### config.mk
export PLATFORM = sky130hd
export DESIGN_NAME = pulse_train_sequencer_flat
export DESIGN_NICKNAME = d
export VERILOG_FILES = /design/src/sv/pts_pkg.sv /design/src/sv/pts_if.sv /design/src/sv/pulse_train_sequencer.sv /design/src/sv/pts_regs.sv /design/src/sv/pts_front.sv /design/src/sv/pts_back.sv /design/src/flat_wrapper.sv
export SDC_FILE = /design/constraint.sdc
export NUM_CORES = 2
export LEC_CHECK = 0
export BUFFER_PORTS_ARGS = -buffer_cell sky130_fd_sc_hd__buf_4
export CORE_UTILIZATION = 45
export CTS_CLUSTER_SIZE = 14
export DETAILED_ROUTE_END_ITERATION = 10
export PLACE_DENSITY = 0.6
export SETUP_SLACK_MARGIN = 0.4
export SLEW_MARGIN = 20
export SYNTH_ARGS = -nofsm -noshare
export SYNTH_HDL_FRONTEND = slang
export SYNTH_SLANG_ARGS = --single-unit
### constraint.sdc
create_clock -name clk -period 22.7 [get_ports clk]
set_input_delay 3.405 -clock clk [delete_from_list [all_inputs] [get_ports clk]]
set_output_delay 3.405 -clock clk [all_outputs]
set_load 0.005 [all_outputs]
### src/sv/pts_pkg.sv
package pts_pkg;

	localparam int CLK_W       = 40;
	localparam int CODE_W      = 16;
	localparam int TICKS_W     = 32;
	localparam int IDX_W       = 3;
	localparam int COUNT_W     = 32;
	localparam int PADDR_W     = 5;
	localparam int MAX_RESULTS = 10;
	localparam int EVENT_CAP   = 64;
	localparam int RES_CNT_W   = 4;
	localparam int ITER_W      = 7;

	localparam logic [CLK_W-1:0] CLOCK_MAX = {CLK_W{1'b1}};
	localparam logic [1:0]       MODE_GND  = 2'b11;

	typedef enum logic [1:0] {
		OP_TICK  = 2'd0,
		OP_WRITE = 2'd1,
		OP_START = 2'd2,
		OP_STOP  = 2'd3
	} op_t;

	typedef enum logic [2:0] {
		EV_LATCH      = 3'd0,
		EV_DONE       = 3'd1,
		EV_START_OK   = 3'd2,
		EV_START_BUSY = 3'd3,
		EV_STOPPED    = 3'd4
	} kind_t;

	typedef enum logic [2:0] {
		REG_MODE_CH0  = 3'd0,
		REG_MODE_CH1  = 3'd1,
		REG_STAGES    = 3'd2,
		REG_PERIOD    = 3'd3,
		REG_TRAIN     = 3'd4,
		REG_PARK_CH0  = 3'd5,
		REG_PARK_CH1  = 3'd6
	} reg_idx_t;

	typedef struct packed {
		op_t                      op;
		logic [IDX_W-1:0]         index;
		logic signed [CODE_W-1:0] code_ch0;
		logic signed [CODE_W-1:0] code_ch1;
		logic [TICKS_W-1:0]       ticks;
	} cmd_t;

	typedef struct packed {
		logic [1:0]               mode_ch0;
		logic [1:0]               mode_ch1;
		logic [3:0]               stages_in_use;
		logic [TICKS_W-1:0]       period_ticks;
		logic [TICKS_W-1:0]       train_ticks;
		logic signed [CODE_W-1:0] park_ch0;
		logic signed [CODE_W-1:0] park_ch1;
	} cfg_t;

	typedef struct packed {
		kind_t                    kind;
		logic [1:0]               latch_mask;
		logic signed [CODE_W-1:0] dac_ch0;
		logic signed [CODE_W-1:0] dac_ch1;
		logic [1:0]               out_mode_ch0;
		logic [1:0]               out_mode_ch1;
		logic [COUNT_W-1:0]       pulses_done;
		logic                     last;
	} result_t;

endpackage

### src/sv/pts_if.sv
interface pts_item_if;
	logic               valid;
	logic               ready;
	logic [1:0]         operation;
	logic [2:0]         stage_index;
	logic signed [15:0] stage_code_ch0;
	logic signed [15:0] stage_code_ch1;
	logic [31:0]        stage_ticks;

	modport source (output valid, operation, stage_index, stage_code_ch0, stage_code_ch1,
		stage_ticks, input ready);
	modport sink (input valid, operation, stage_index, stage_code_ch0, stage_code_ch1,
		stage_ticks, output ready);
endinterface

interface pts_result_if;
	logic               valid;
	logic               ready;
	logic [2:0]         event_kind;
	logic [1:0]         latch_mask;
	logic signed [15:0] dac_ch0;
	logic signed [15:0] dac_ch1;
	logic [1:0]         out_mode_ch0;
	logic [1:0]         out_mode_ch1;
	logic [31:0]        pulses_done;
	logic               last;

	modport source (output valid, event_kind, latch_mask, dac_ch0, dac_ch1, out_mode_ch0,
		out_mode_ch1, pulses_done, last, input ready);
	modport sink (input valid, event_kind, latch_mask, dac_ch0, dac_ch1, out_mode_ch0,
		out_mode_ch1, pulses_done, last, output ready);
endinterface

### src/sv/pulse_train_sequencer.sv
// channel   direction  handshake          word
// item      in         valid/ready        operation, stage index, codes, stage ticks
// result    out        valid/ready        event kind, mask, codes, modes, pulse count, last
// config    in         APB write/read     seven registers at byte address 4*i
//
// A tick passes each due event through the end and due compare in the test state and
// then the shared 40-bit offset adder in the exec state, either of which can stall on
// the output; a start or stop then passes through the flush state, a stage write does not.
// Reset clears all control state at once; the stage store is not cleared.
// A two-word queue lets the input keep flowing while the sequencer stalls on the output, until the queue is full.
module pulse_train_sequencer import pts_pkg::*; #(
	parameter int MAX_STAGES = 8
) (
	input  logic               clk,
	input  logic               arst_n,
	pts_item_if.sink           item,
	pts_result_if.source       result,
	input  logic               psel,
	input  logic               penable,
	input  logic               pwrite,
	input  logic [PADDR_W-1:0] paddr,
	input  logic [31:0]        pwdata,
	output logic [31:0]        prdata,
	output logic               pready
);

	cfg_t cfg;
	cmd_t cmd;
	logic cmd_valid;
	logic cmd_pop;

	pts_regs u_regs (
		.clk     (clk),
		.arst_n  (arst_n),
		.psel    (psel),
		.penable (penable),
		.pwrite  (pwrite),
		.paddr   (paddr),
		.pwdata  (pwdata),
		.prdata  (prdata),
		.pready  (pready),
		.cfg     (cfg)
	);

	pts_front #(.MAX_STAGES(MAX_STAGES)) u_front (
		.clk       (clk),
		.arst_n    (arst_n),
		.item      (item),
		.cmd       (cmd),
		.cmd_valid (cmd_valid),
		.cmd_pop   (cmd_pop)
	);

	pts_back #(.MAX_STAGES(MAX_STAGES)) u_back (
		.clk       (clk),
		.arst_n    (arst_n),
		.cmd       (cmd),
		.cmd_valid (cmd_valid),
		.cmd_pop   (cmd_pop),
		.cfg       (cfg),
		.result    (result)
	);

endmodule

### src/sv/pts_regs.sv
module pts_regs import pts_pkg::*; (
	input  logic               clk,
	input  logic               arst_n,
	input  logic               psel,
	input  logic               penable,
	input  logic               pwrite,
	input  logic [PADDR_W-1:0] paddr,
	input  logic [31:0]        pwdata,
	output logic [31:0]        prdata,
	output logic               pready,
	output cfg_t               cfg
);

	cfg_t     cfg_q;
	reg_idx_t sel;
	logic     wr_en;

	assign sel    = reg_idx_t'(paddr[PADDR_W-1:2]);
	assign wr_en  = psel && penable && pwrite;
	assign pready = 1'b1;
	assign cfg    = cfg_q;

	always_ff @(posedge clk or negedge arst_n) begin
		if (!arst_n) begin
			cfg_q.mode_ch0      <= MODE_GND;
			cfg_q.mode_ch1      <= MODE_GND;
			cfg_q.stages_in_use <= '0;
			cfg_q.period_ticks  <= TICKS_W'(1);
			cfg_q.train_ticks   <= '0;
			cfg_q.park_ch0      <= '0;
			cfg_q.park_ch1      <= '0;
		end else if (wr_en) begin
			case (sel)
				REG_MODE_CH0: cfg_q.mode_ch0      <= pwdata[1:0];
				REG_MODE_CH1: cfg_q.mode_ch1      <= pwdata[1:0];
				REG_STAGES:   cfg_q.stages_in_use <= pwdata[3:0];
				REG_PERIOD:   cfg_q.period_ticks  <= pwdata;
				REG_TRAIN:    cfg_q.train_ticks   <= pwdata;
				REG_PARK_CH0: cfg_q.park_ch0      <= pwdata[CODE_W-1:0];
				REG_PARK_CH1: cfg_q.park_ch1      <= pwdata[CODE_W-1:0];
				default: ;
			endcase
		end
	end

	always_comb begin
		case (sel)
			REG_MODE_CH0: prdata = {30'b0, cfg_q.mode_ch0};
			REG_MODE_CH1: prdata = {30'b0, cfg_q.mode_ch1};
			REG_STAGES:   prdata = {28'b0, cfg_q.stages_in_use};
			REG_PERIOD:   prdata = cfg_q.period_ticks;
			REG_TRAIN:    prdata = cfg_q.train_ticks;
			REG_PARK_CH0: prdata = {16'b0, cfg_q.park_ch0};
			REG_PARK_CH1: prdata = {16'b0, cfg_q.park_ch1};
			default:      prdata = '0;
		endcase
	end

endmodule

### src/sv/pts_front.sv
module pts_front import pts_pkg::*; #(
	parameter int MAX_STAGES = 8
) (
	input  logic    clk,
	input  logic    arst_n,
	pts_item_if.sink item,
	output cmd_t    cmd,
	output logic    cmd_valid,
	input  logic    cmd_pop
);

	cmd_t       q_q [2];
	logic       wr_ptr_q;
	logic       rd_ptr_q;
	logic [1:0] count_q;
	logic       accept;
	logic       keep;
	logic       push;
	cmd_t       decoded;

	assign item.ready = (count_q != 2'd2);
	assign accept     = item.valid && item.ready;

	always_comb begin
		decoded.op       = op_t'(item.operation);
		decoded.index    = item.stage_index;
		decoded.code_ch0 = item.stage_code_ch0;
		decoded.code_ch1 = item.stage_code_ch1;
		decoded.ticks    = item.stage_ticks;
	end

	// drop stage writes that fall outside the store
	assign keep = !((decoded.op == OP_WRITE) && (int'(item.stage_index) >= MAX_STAGES));
	assign push = accept && keep;

	assign cmd       = q_q[rd_ptr_q];
	assign cmd_valid = (count_q != 2'd0);

	always_ff @(posedge clk) begin
		if (push) begin
			q_q[wr_ptr_q] <= decoded;
		end
	end

	always_ff @(posedge clk or negedge arst_n) begin
		if (!arst_n) begin
			wr_ptr_q <= 1'b0;
			rd_ptr_q <= 1'b0;
			count_q  <= 2'd0;
		end else begin
			if (push) begin
				wr_ptr_q <= ~wr_ptr_q;
			end
			if (cmd_pop) begin
				rd_ptr_q <= ~rd_ptr_q;
			end
			case ({push, cmd_pop})
				2'b10:   count_q <= count_q + 2'd1;
				2'b01:   count_q <= count_q - 2'd1;
				default: count_q <= count_q;
			endcase
		end
	end

endmodule

### src/sv/pts_back.sv
module pts_back import pts_pkg::*; #(
	parameter int MAX_STAGES = 8
) (
	input  logic        clk,
	input  logic        arst_n,
	input  cmd_t        cmd,
	input  logic        cmd_valid,
	output logic        cmd_pop,
	input  cfg_t        cfg,
	pts_result_if.source result
);

	localparam int IW = (MAX_STAGES > 1) ? $clog2(MAX_STAGES) : 1;
	localparam int EW = $clog2(MAX_STAGES + 1);

	typedef enum logic [3:0] {
		ST_IDLE  = 4'b0001,
		ST_TEST  = 4'b0010,
		ST_EXEC  = 4'b0100,
		ST_FLUSH = 4'b1000
	} state_t;

	function automatic logic [3:0] grounded(input logic [3:0] m, input logic [1:0] d);
		logic [3:0] r;
		r = m;
		if (d[0]) r[1:0] = MODE_GND;
		if (d[1]) r[3:2] = MODE_GND;
		return r;
	endfunction

	// stage store, undefined until written
	logic [CODE_W-1:0]  code_a_q [MAX_STAGES];
	logic [CODE_W-1:0]  code_b_q [MAX_STAGES];
	logic [TICKS_W-1:0] len_q    [MAX_STAGES];

	state_t             state_q;
	logic               running_q;
	logic [EW-1:0]      event_q;
	logic [CLK_W-1:0]   clock_q;
	logic [CLK_W-1:0]   origin_q;
	logic [CLK_W-1:0]   due_q;
	logic [COUNT_W-1:0] pulses_q;
	logic [1:0]         drive_q;
	logic [3:0]         mode_q;
	logic [RES_CNT_W-1:0] res_cnt_q;
	logic [ITER_W-1:0]  iter_q;

	logic               hold_valid_q;
	result_t            hold_q;
	logic               out_valid_q;
	result_t            out_q;

	logic [EW-1:0]      ns;
	logic [EW-1:0]      e;
	logic               is_stage;
	logic [IW-1:0]      rd_idx;
	logic [5:0]         idx_ext;
	logic [IW-1:0]      waddr;
	logic               store_we;
	logic [CODE_W-1:0]  c0;
	logic [CODE_W-1:0]  c1;
	logic [3:0]         mode_exec;
	logic [3:0]         stop_modes;
	logic [3:0]         end_modes;
	logic [TICKS_W-1:0] period_eff;
	logic [CLK_W-1:0]   add_a;
	logic [CLK_W-1:0]   add_b;
	logic [CLK_W-1:0]   sum;
	logic [CLK_W-1:0]   clock_inc;
	logic               cap;
	logic               end_hit;
	logic               not_due;
	logic [1:0]         start_mask;
	logic [1:0]         stop_mask;
	logic               out_free;
	logic               emit_ok;
	logic               emit_want;
	logic               go;
	logic               emit_fire;
	logic               flush_fire;
	result_t            new_res;

	// event decode
	always_comb begin
		if (drive_q == 2'b00) begin
			ns = '0;
		end else if (int'(cfg.stages_in_use) > MAX_STAGES) begin
			ns = EW'(MAX_STAGES);
		end else begin
			ns = EW'(cfg.stages_in_use);
		end
	end

	assign e        = (event_q > ns) ? ns : event_q;
	assign is_stage = (e < ns);
	assign rd_idx   = e[IW-1:0];
	assign c0       = is_stage ? code_a_q[rd_idx] : cfg.park_ch0;
	assign c1       = is_stage ? code_b_q[rd_idx] : cfg.park_ch1;

	assign end_modes = grounded(mode_q, drive_q);

	always_comb begin
		mode_exec = mode_q;
		if (drive_q != 2'b00) begin
			if (e == '0) begin
				if (drive_q[0]) mode_exec[1:0] = {1'b0, cfg.mode_ch0[0]};
				if (drive_q[1]) mode_exec[3:2] = {1'b0, cfg.mode_ch1[0]};
			end else if (e == ns) begin
				mode_exec = end_modes;
			end
		end
	end

	// one adder: next stage offset or next pulse origin
	assign period_eff = (cfg.period_ticks == '0) ? TICKS_W'(1) : cfg.period_ticks;
	assign add_a      = is_stage ? due_q : origin_q;
	assign add_b      = is_stage ? CLK_W'(len_q[rd_idx]) : CLK_W'(period_eff);
	assign sum        = add_a + add_b;

	assign clock_inc = (clock_q != CLOCK_MAX) ? clock_q + CLK_W'(1) : clock_q;
	assign cap       = (res_cnt_q == RES_CNT_W'(MAX_RESULTS)) || (iter_q == ITER_W'(EVENT_CAP));
	assign end_hit   = (origin_q >= CLK_W'(cfg.train_ticks));
	assign not_due   = (due_q > clock_q);

	assign start_mask = (cfg.stages_in_use == '0) ? 2'b00 :
		{~cfg.mode_ch1[1], ~cfg.mode_ch0[1]};
	assign stop_mask  = (running_q && drive_q != 2'b00) ? drive_q : 2'b00;
	assign stop_modes = grounded(mode_q, stop_mask);

	always_comb begin
		emit_want = 1'b0;
		new_res   = '0;
		new_res.out_mode_ch0 = mode_q[1:0];
		new_res.out_mode_ch1 = mode_q[3:2];
		new_res.pulses_done  = pulses_q;
		case (state_q)
			ST_IDLE: begin
				if (cmd_valid) begin
					case (cmd.op)
						OP_START: begin
							emit_want = 1'b1;
							if (running_q) begin
								new_res.kind = EV_START_BUSY;
							end else begin
								new_res.kind        = EV_START_OK;
								new_res.pulses_done = '0;
							end
						end
						OP_STOP: begin
							emit_want            = 1'b1;
							new_res.kind         = EV_STOPPED;
							new_res.latch_mask   = stop_mask;
							new_res.dac_ch0      = stop_mask[0] ? cfg.park_ch0 : '0;
							new_res.dac_ch1      = stop_mask[1] ? cfg.park_ch1 : '0;
							new_res.out_mode_ch0 = stop_modes[1:0];
							new_res.out_mode_ch1 = stop_modes[3:2];
						end
						default: ;
					endcase
				end
			end
			ST_TEST: begin
				if (!cap && end_hit) begin
					emit_want            = 1'b1;
					new_res.kind         = EV_DONE;
					new_res.out_mode_ch0 = end_modes[1:0];
					new_res.out_mode_ch1 = end_modes[3:2];
				end
			end
			ST_EXEC: begin
				if (drive_q != 2'b00) begin
					emit_want            = 1'b1;
					new_res.kind         = EV_LATCH;
					new_res.latch_mask   = drive_q;
					new_res.dac_ch0      = drive_q[0] ? c0 : '0;
					new_res.dac_ch1      = drive_q[1] ? c1 : '0;
					new_res.out_mode_ch0 = mode_exec[1:0];
					new_res.out_mode_ch1 = mode_exec[3:2];
					new_res.pulses_done  = is_stage ? pulses_q : pulses_q + COUNT_W'(1);
				end
			end
			default: ;
		endcase
	end

	// a result waits in the hold slot until the next one, or the flush, shows whether it is last
	assign out_free   = !out_valid_q || result.ready;
	assign emit_ok    = !hold_valid_q || out_free;
	assign go         = !emit_want || emit_ok;
	assign emit_fire  = emit_want && emit_ok;
	assign flush_fire = (state_q == ST_FLUSH) && hold_valid_q && out_free;
	assign cmd_pop    = (state_q == ST_IDLE) && cmd_valid && go;

	assign idx_ext  = {3'b000, cmd.index};
	assign waddr    = idx_ext[IW-1:0];
	assign store_we = cmd_pop && (cmd.op == OP_WRITE);

	always_ff @(posedge clk) begin
		if (store_we) begin
			code_a_q[waddr] <= cmd.code_ch0;
			code_b_q[waddr] <= cmd.code_ch1;
			len_q[waddr]    <= cmd.ticks;
		end
	end

	always_ff @(posedge clk) begin
		if (emit_fire) begin
			hold_q <= new_res;
		end
		if ((emit_fire && hold_valid_q) || flush_fire) begin
			out_q <= result_t'({hold_q[$bits(result_t)-1:1], flush_fire});
		end
	end

	always_ff @(posedge clk or negedge arst_n) begin
		if (!arst_n) begin
			hold_valid_q <= 1'b0;
			out_valid_q  <= 1'b0;
		end else begin
			if (emit_fire) begin
				hold_valid_q <= 1'b1;
			end else if (flush_fire) begin
				hold_valid_q <= 1'b0;
			end
			if ((emit_fire && hold_valid_q) || flush_fire) begin
				out_valid_q <= 1'b1;
			end else if (result.ready) begin
				out_valid_q <= 1'b0;
			end
		end
	end

	always_ff @(posedge clk or negedge arst_n) begin
		if (!arst_n) begin
			state_q   <= ST_IDLE;
			running_q <= 1'b0;
			event_q   <= '0;
			clock_q   <= '0;
			origin_q  <= '0;
			due_q     <= '0;
			pulses_q  <= '0;
			drive_q   <= 2'b00;
			mode_q    <= {MODE_GND, MODE_GND};
			res_cnt_q <= '0;
			iter_q    <= '0;
		end else begin
			case (state_q)
				ST_IDLE: begin
					if (cmd_pop) begin
						case (cmd.op)
							OP_TICK: begin
								if (running_q) begin
									res_cnt_q <= '0;
									iter_q    <= '0;
									state_q   <= ST_TEST;
								end
							end
							OP_START: begin
								if (!running_q) begin
									drive_q   <= start_mask;
									running_q <= 1'b1;
									event_q   <= '0;
									clock_q   <= '0;
									origin_q  <= '0;
									due_q     <= '0;
									pulses_q  <= '0;
								end
								state_q <= ST_FLUSH;
							end
							OP_STOP: begin
								mode_q    <= stop_modes;
								running_q <= 1'b0;
								state_q   <= ST_FLUSH;
							end
							default: ;
						endcase
					end
				end
				ST_TEST: begin
					if (cap) begin
						clock_q <= clock_inc;
						state_q <= ST_FLUSH;
					end else if (go) begin
						iter_q <= iter_q + ITER_W'(1);
						if (end_hit) begin
							mode_q    <= end_modes;
							running_q <= 1'b0;
							state_q   <= ST_FLUSH;
						end else if (not_due) begin
							clock_q <= clock_inc;
							state_q <= ST_FLUSH;
						end else begin
							state_q <= ST_EXEC;
						end
					end
				end
				ST_EXEC: begin
					if (go) begin
						mode_q <= mode_exec;
						if (is_stage) begin
							event_q <= e + EW'(1);
							due_q   <= sum;
						end else begin
							pulses_q <= pulses_q + COUNT_W'(1);
							event_q  <= '0;
							origin_q <= sum;
							due_q    <= sum;
						end
						if (drive_q != 2'b00) begin
							res_cnt_q <= res_cnt_q + RES_CNT_W'(1);
						end
						state_q <= ST_TEST;
					end
				end
				ST_FLUSH: begin
					if (!hold_valid_q || out_free) begin
						state_q <= ST_IDLE;
					end
				end
				default: state_q <= ST_IDLE;
			endcase
		end
	end

	assign result.valid        = out_valid_q;
	assign result.event_kind   = out_q.kind;
	assign result.latch_mask   = out_q.latch_mask;
	assign result.dac_ch0      = out_q.dac_ch0;
	assign result.dac_ch1      = out_q.dac_ch1;
	assign result.out_mode_ch0 = out_q.out_mode_ch0;
	assign result.out_mode_ch1 = out_q.out_mode_ch1;
	assign result.pulses_done  = out_q.pulses_done;
	assign result.last         = out_q.last;

endmodule

### src/flat_wrapper.sv
// flat-port wrapper written by rule: the top's interface ports become plain ports
module pulse_train_sequencer_flat import pts_pkg::*;
#(
	parameter int MAX_STAGES = 8
)
  (clk, arst_n, psel, penable, pwrite, paddr, pwdata, prdata, pready, item_valid, item_operation, item_stage_index, item_stage_code_ch0, item_stage_code_ch1, item_stage_ticks, item_ready, result_valid, result_event_kind, result_latch_mask, result_dac_ch0, result_dac_ch1, result_out_mode_ch0, result_out_mode_ch1, result_pulses_done, result_last, result_ready);
  pts_item_if item_i ();
  pts_result_if result_i ();
  input  logic clk;
  input  logic arst_n;
  input  logic psel;
  input  logic penable;
  input  logic pwrite;
  input  logic [PADDR_W-1:0] paddr;
  input  logic [31:0] pwdata;
  output logic [31:0] prdata;
  output logic pready;
  input wire logic [$bits(item_i.valid)-1:0] item_valid;
  input wire logic [$bits(item_i.operation)-1:0] item_operation;
  input wire logic [$bits(item_i.stage_index)-1:0] item_stage_index;
  input wire logic [$bits(item_i.stage_code_ch0)-1:0] item_stage_code_ch0;
  input wire logic [$bits(item_i.stage_code_ch1)-1:0] item_stage_code_ch1;
  input wire logic [$bits(item_i.stage_ticks)-1:0] item_stage_ticks;
  output wire logic [$bits(item_i.ready)-1:0] item_ready;
  output wire logic [$bits(result_i.valid)-1:0] result_valid;
  output wire logic [$bits(result_i.event_kind)-1:0] result_event_kind;
  output wire logic [$bits(result_i.latch_mask)-1:0] result_latch_mask;
  output wire logic [$bits(result_i.dac_ch0)-1:0] result_dac_ch0;
  output wire logic [$bits(result_i.dac_ch1)-1:0] result_dac_ch1;
  output wire logic [$bits(result_i.out_mode_ch0)-1:0] result_out_mode_ch0;
  output wire logic [$bits(result_i.out_mode_ch1)-1:0] result_out_mode_ch1;
  output wire logic [$bits(result_i.pulses_done)-1:0] result_pulses_done;
  output wire logic [$bits(result_i.last)-1:0] result_last;
  input wire logic [$bits(result_i.ready)-1:0] result_ready;
  assign item_i.valid = item_valid;
  assign item_i.operation = item_operation;
  assign item_i.stage_index = item_stage_index;
  assign item_i.stage_code_ch0 = item_stage_code_ch0;
  assign item_i.stage_code_ch1 = item_stage_code_ch1;
  assign item_i.stage_ticks = item_stage_ticks;
  assign item_ready = item_i.ready;
  assign result_valid = result_i.valid;
  assign result_event_kind = result_i.event_kind;
  assign result_latch_mask = result_i.latch_mask;
  assign result_dac_ch0 = result_i.dac_ch0;
  assign result_dac_ch1 = result_i.dac_ch1;
  assign result_out_mode_ch0 = result_i.out_mode_ch0;
  assign result_out_mode_ch1 = result_i.out_mode_ch1;
  assign result_pulses_done = result_i.pulses_done;
  assign result_last = result_i.last;
  assign result_i.ready = result_ready;
  pulse_train_sequencer #(.MAX_STAGES(MAX_STAGES)) u_core (.clk(clk), .arst_n(arst_n), .item(item_i), .result(result_i), .psel(psel), .penable(penable), .pwrite(pwrite), .paddr(paddr), .pwdata(pwdata), .prdata(prdata), .pready(pready));
endmodule
-- Word level (Yosys, flattened, before mapping)
Memory sizes are Yosys's and may differ from the RTL's.
Index checks and enable logic that the tools add are counted.
- bits in registers: 435
- memory bits (writable): 650
- bits of input ports: 113
- output and inout bits: 109
- logic and storage cells: 262
- memories kept: 4
- add/sub/neg operators: 8
- $lt $le $gt $ge: 5
- eq/ne operators: 39
- mux-type cells: 110
- bitwise logic cells: 5
- reduce and logical (&&, ||, !) cells: 53
- memories (name ; depth ; width ; rd ports ; clocked after Yosys merged registers in ; write ports ; line ; text):
    u_core.u_back.len_q ; 8 ; 32 ; 1 ; 0 ; 1 ; pts_back.sv:34 ; logic [TICKS_W-1:0] len_q [MAX_STAGES];
    u_core.u_front.q_q ; 2 ; 69 ; 1 ; 0 ; 1 ; pts_front.sv:12 ; cmd_t q_q [2];
    u_core.u_back.code_a_q ; 8 ; 16 ; 1 ; 0 ; 1 ; pts_back.sv:32 ; logic [CODE_W-1:0] code_a_q [MAX_STAGES];
    u_core.u_back.code_b_q ; 8 ; 16 ; 1 ; 0 ; 1 ; pts_back.sv:33 ; logic [CODE_W-1:0] code_b_q [MAX_STAGES];
- operators by type and width (kind ; count):
    two-way mux 40 bit ; 12
    one-hot mux 40 bit (2 select lines) ; 3
    two-way mux 32 bit ; 7
    one-hot mux 32 bit (7 select lines) ; 1
    one-hot mux 32 bit (2 select lines) ; 2
    two-way mux 4 bit ; 31
    two-way mux 16 bit ; 6
    two-way mux 73 bit ; 1
    two-way mux 70 bit ; 1
    one-hot mux 34 bit (2 select lines) ; 1
    adder 40 x 1 -> 40 bit (second input constant) ; 1
    adder 40 x 32 -> 40 bit ; 1
    greater-or-equal comparator 40 x 32 -> 1 bit ; 1
    > comparator 40 bit ; 1
    inequality test 40 bit (second input constant) ; 1
    two-way mux 38 bit ; 1
    two-way mux 7 bit ; 5
    adder 32 x 1 -> 32 bit (second input constant) ; 1
    zero test 32 bit ; 1
    AND reduction 6 bit ; 5
    one-hot mux 4 bit (2 select lines) ; 3
    one-hot mux 4 bit (3 select lines) ; 2
    inequality test 2 bit (second input constant) ; 11
    two-way mux 1 bit ; 18
    45 further kinds ; 103

-- Depth between registers and ports, before layout
- depth in word-level cells: 12
- gate-level depth with buffers: 35
- gate-level depth less buffers: 28

-- By module
Synthesis repeated with hierarchy kept, for this count alone.
- cells, all modules: 4158
- area total of the unflattened synthesis: 49491.2 µm²
- modules (own cells, without submodules) (module ; times used ; cells an instance ; area an instance (µm²) ; seq. area each (µm²)):
    pts_back ; 1 ; 3593 ; 39268.9 ; 24299.6
    pts_front ; 1 ; 231 ; 5517.8 ; 4244.1
    pts_regs ; 1 ; 334 ; 4704.5 ; 2608.8

-- Worst setup path before layout
OpenSTA, ideal clock, no wires.
- path type: input to output
- from: input paddr[3]
- to: output prdata[10]
- arrival: 4650 ps
- required time: 19295 ps
- setup slack: 14645 ps
- cell stages on the path: 5
- buffers on the path: 2
- cells stage by stage: buf_1 buf_1 mux2i_1 o21ai_0 a22o_1
- word-level cells in the longest chain between the ends: 2
- elaborated cells on any way between the ends: 8
- classes of those cells: eq/ne: 6; mux: 1; reduce/logical: 1
- RTL lines (element ; line ; text):
    from (decl) ; flat_wrapper.sv:14 ; input logic [PADDR_W-1:0] paddr;
    == test 3 bit, or another cell as far along ; pts_regs.sv:47 ; case (sel)
    one-hot mux 32 bit (7 select lines) * ; pts_regs.sv:47 ;
    to (decl) ; flat_wrapper.sv:16 ; output logic [31:0] prdata;
Mark *: on every way between the ends. The rest lies on a longest branch, timed or not.

-- Worst setup path in the final report
- from: input paddr[4]
- to: output prdata[2]
The elaborated chain is that of the path after synthesis.

==> results.toml <==
[status]
status = "finished clean"

[setup_path]
crit_path_cell_trace = "buf_4, nor2b_1, nor2b_1, clkinv_1, o221ai_1, buf_4"
crit_type = "input port to output port"
cp.arrival_ps = 5800
critPathLaunchType = "input port"
crit_required_ps = 19300
slowest_stage = "o221ai_1"
path_buf_inv = 3
cp-end-kind = "output port"
path_delay_family = "buffers and inverters"
cp_max_fo = 23
max_stage_delay_ps = 890

[cts]
clk_pin_slew_worst_paths_ps = 60
cts_resized = 0
cts_num_sinks = 1085
cts_buffers = 111
post_cts_buffers = 0
cts_root_buffer = "clkbuf_16"
ctsHoldBuffers = 0
clk_latency_ps = 710
htreeDepth = 3
clk_path_buf_depth = 3
tritoncts = "done"

[pwr]
p_seq_frac = 0.427
swShare = 0.342
p_leak_nw = 21.1
p_comb_frac = 0.287
p_clk_frac = 0.286
ir_drop_v = 0.0000878
power_mw = 6.54
p_int_mw = 4.30
power_switching_mw = 2.23
p_per_area_nw_per_um2 = 118

[synthesis]
postSynth.asyncResetShare = 0.265
postSynthCellCount = 3629
synth.distinct_cells = 105
synth_top_area_cell = "edfxtp_1"
ys_seq_elements = 1085
synth_fp_nets = 3863
avgSynthCellArea_um2 = 13.3
syn-cell-area_um2 = 48300
synth.area.top_cells = "edfxtp_1 50%, dfrtp_1 14%, nand2_1 3.7%"
netlist.area_leader.share = 0.495
synth_enable_flop_cells = 797
post-synth-top-count-cell = "edfxtp_1"
synth_common_cells = "797 x edfxtp_1, 475 x nand2_1, 278 x dfrtp_1, 225 x o21ai_0, 155 x mux2_2"
synth-seq-area-share = 0.645
ys_warn_count = 0
synth_ff_type = "edfxtp_1"

[run]
cap_viol_max_count = 0

[sta]
tightest_slew_ps = 1120
hold_viol_final = 0
maxSlewViolCount = 0
rsz0062_at_grt = "no"
clock.fmax_mhz = 109
setup_tns_ps = 0
skew_ps = 29.1
setup_ws_ps = 13490
layout_min_cycle_time_ps = 9210
relSlewSlack = 0.249
final.period_utilization = 0.406
setup_viol = 0

[layout]
multi_input_area_um2 = 16100
num-fill-cells = 8872
area.growth.synth_to_final_pct = 14.4
drive_gt1_frac = 0.184
final_cell_count_no_fill = 5317
utilization = 0.522
regArea_um2 = 31200
nets = 4070

[global_route]
grt_pass1_vias = 30090
overflow = 0
grt_pass1_wl_um = 195000
grt_util_all_layers = 0.240
grt_antenna_before_repair = 7
grt_max_degree = 150

[placement]
dp_hpwl_um = 82900
preCtsSetupSlack_ps = 13560
gp_congestion = 0.896
portBuffers = 218
dp.cells = 5114

[detailed_routing]
drc = 0
routed_via_density = 5.85
first_pass_iters = 7
routedWlPerCell_um = 24.4
drt-initial-drc-count = 3015
wirelength_um = 130000
ant_nets = 0
route.vias.total = 31100

[floorplanning]
fp-row-count = 119
design.core.area_um2 = 106000
die_w_um = 330
start_util = 0.456
die_area_um2 = 109000
die_h_um = 330
io_pins = 222

[hold_path]
hold_path.class = "register to register"
## placed cells by master, fill, tap and decap left out, types with 52 or more instances in the layout
master / netlist / final
dfrtp_1: 278 / 277
mux2i_1: 121 / 120
edfxtp_1: 797 / 797
buf_4: 16 / 273
nand2_1: 475 / 474
o21ai_0: 225 / 225
clkbuf_16: 0 / 114
mux2_2: 155 / 154
ha_1: 120 / 120
nor2_1: 142 / 129
inv_1: 120 / 118
a2111oi_0: 61 / 61
a21oi_1: 131 / 130
and3_1: 53 / 52
## stage by stage
stage | instance area [µm²] | hold slack [ps]
3_3_place_gp | 51500 | 403
3_5_place_dp | 51500 | 405
4_1_cts | 55200 | 417
2_1_floorplan | 48300 | 400
6_report | 55300 | 416
5_1_grt | 55200 | 427
## registers in the layout, indices dropped and copies added, names as in the netlist, 4 cells and up
signal / cells
u_core.u_back.hold_q: 73
u_core.u_back.mode_q: 4
u_core.u_back.result.dac_ch0: 16
u_core.u_back.clock_q: 40
u_core.u_back.code_b_q: 128
u_core.u_back.result.pulses_done: 32
u_core.u_back.due_q: 40
u_core.u_back.res_cnt_q: 4
u_core.u_front.q_q: 138
u_core.u_back.result.dac_ch1: 16
u_core.u_back.state_q: 4
u_core.u_back.origin_q: 40
u_core.u_back.pulses_q: 32
u_core.u_back.code_a_q: 128
u_core.u_regs.cfg: 104
u_core.u_back.iter_q: 7
u_core.u_back.event_q: 4
u_core.u_back.len_q: 256
## final cells by class
class                      instances  share of cell area
sequential                      1085               0.564
multi-input combinational       2241               0.291
clock buffer                     136              0.0539
timing repair buffer             275              0.0377
tap                             1391              0.0315
clock inverter                    66              0.0134
inverter                         122             0.00833
antenna                            1           0.0000453
## kinds of logic after synthesis
family	Yosys count	synth area share
adders and majority gates	121	0.0315
other	1	0.0000776
AOI/OAI and AO/OA	827	0.116
xor gates and xnor gates	49	0.00889
buffers and inverters	303	0.0259
DFF	1085	0.645
and+or+nand+nor	916	0.0881
muxes	327	0.0850
## worst register-to-register path: cells and delay by family (launching register included)
kind | cells | cell delay, ps
adder cells (fa/ha/maj) | 3 | 1070
AO/OA/AOI/OAI | 15 | 3930
flip-flops | 1 | 630
buffers and inverters | 3 | 1290
AND/OR/NAND/NOR | 6 | 1390
multiplexers | 1 | 460
## final timing paths
kind / from / end / slack [ps] / cells after the start
worst max-delay path: paddr[4] / prdata[2] / 13490 / 6
worst min-delay path: u_core.u_back.hold_q[30]$_DFFE_PP_ / u_core.u_back.result.pulses_done[29]$_DFFE_PP_ / 420 / 0
worst max register to register: u_core.u_back.drive_q[1]$_DFFE_PN0P_ / u_core.u_back.due_q[34]$_DFFE_PN0P_ / 13810 / 28
worst min register to register: u_core.u_back.hold_q[30]$_DFFE_PP_ / u_core.u_back.result.pulses_done[29]$_DFFE_PP_ / 420 / 0
max in group asynchronous: arst_n / u_core.u_regs.cfg[0]$_DFFE_PN0P_ / 17350 / 4
min in group asynchronous: arst_n / u_core.u_back.origin_q[27]$_DFFE_PN0P_ / 2610 / 1
## power groups by stage
stage / logic, mW / clock network [mW] / registers (mW)
after floorplan: 1.20 / 0 / 2.77
after global placement: 1.85 / 0 / 2.82
after detailed placement: 1.86 / 0 / 2.83
after CTS: 1.87 / 1.90 / 2.79
after global routing: 2.05 / 1.98 / 2.82
final: 1.88 / 1.87 / 2.79
## layer usage
layer / up-vias / routed length (µm) / GRT usage
li1: 14229 / - / -
met1: 15701 / 58700 / 0.349
met2: 991 / 59700 / 0.373
met3: 165 / 8730 / 0.0425
met4: 14 / 2660 / 0.0617
met5: - / 92 / 0
No activity file was read; power rests on OpenSTA's default activity.
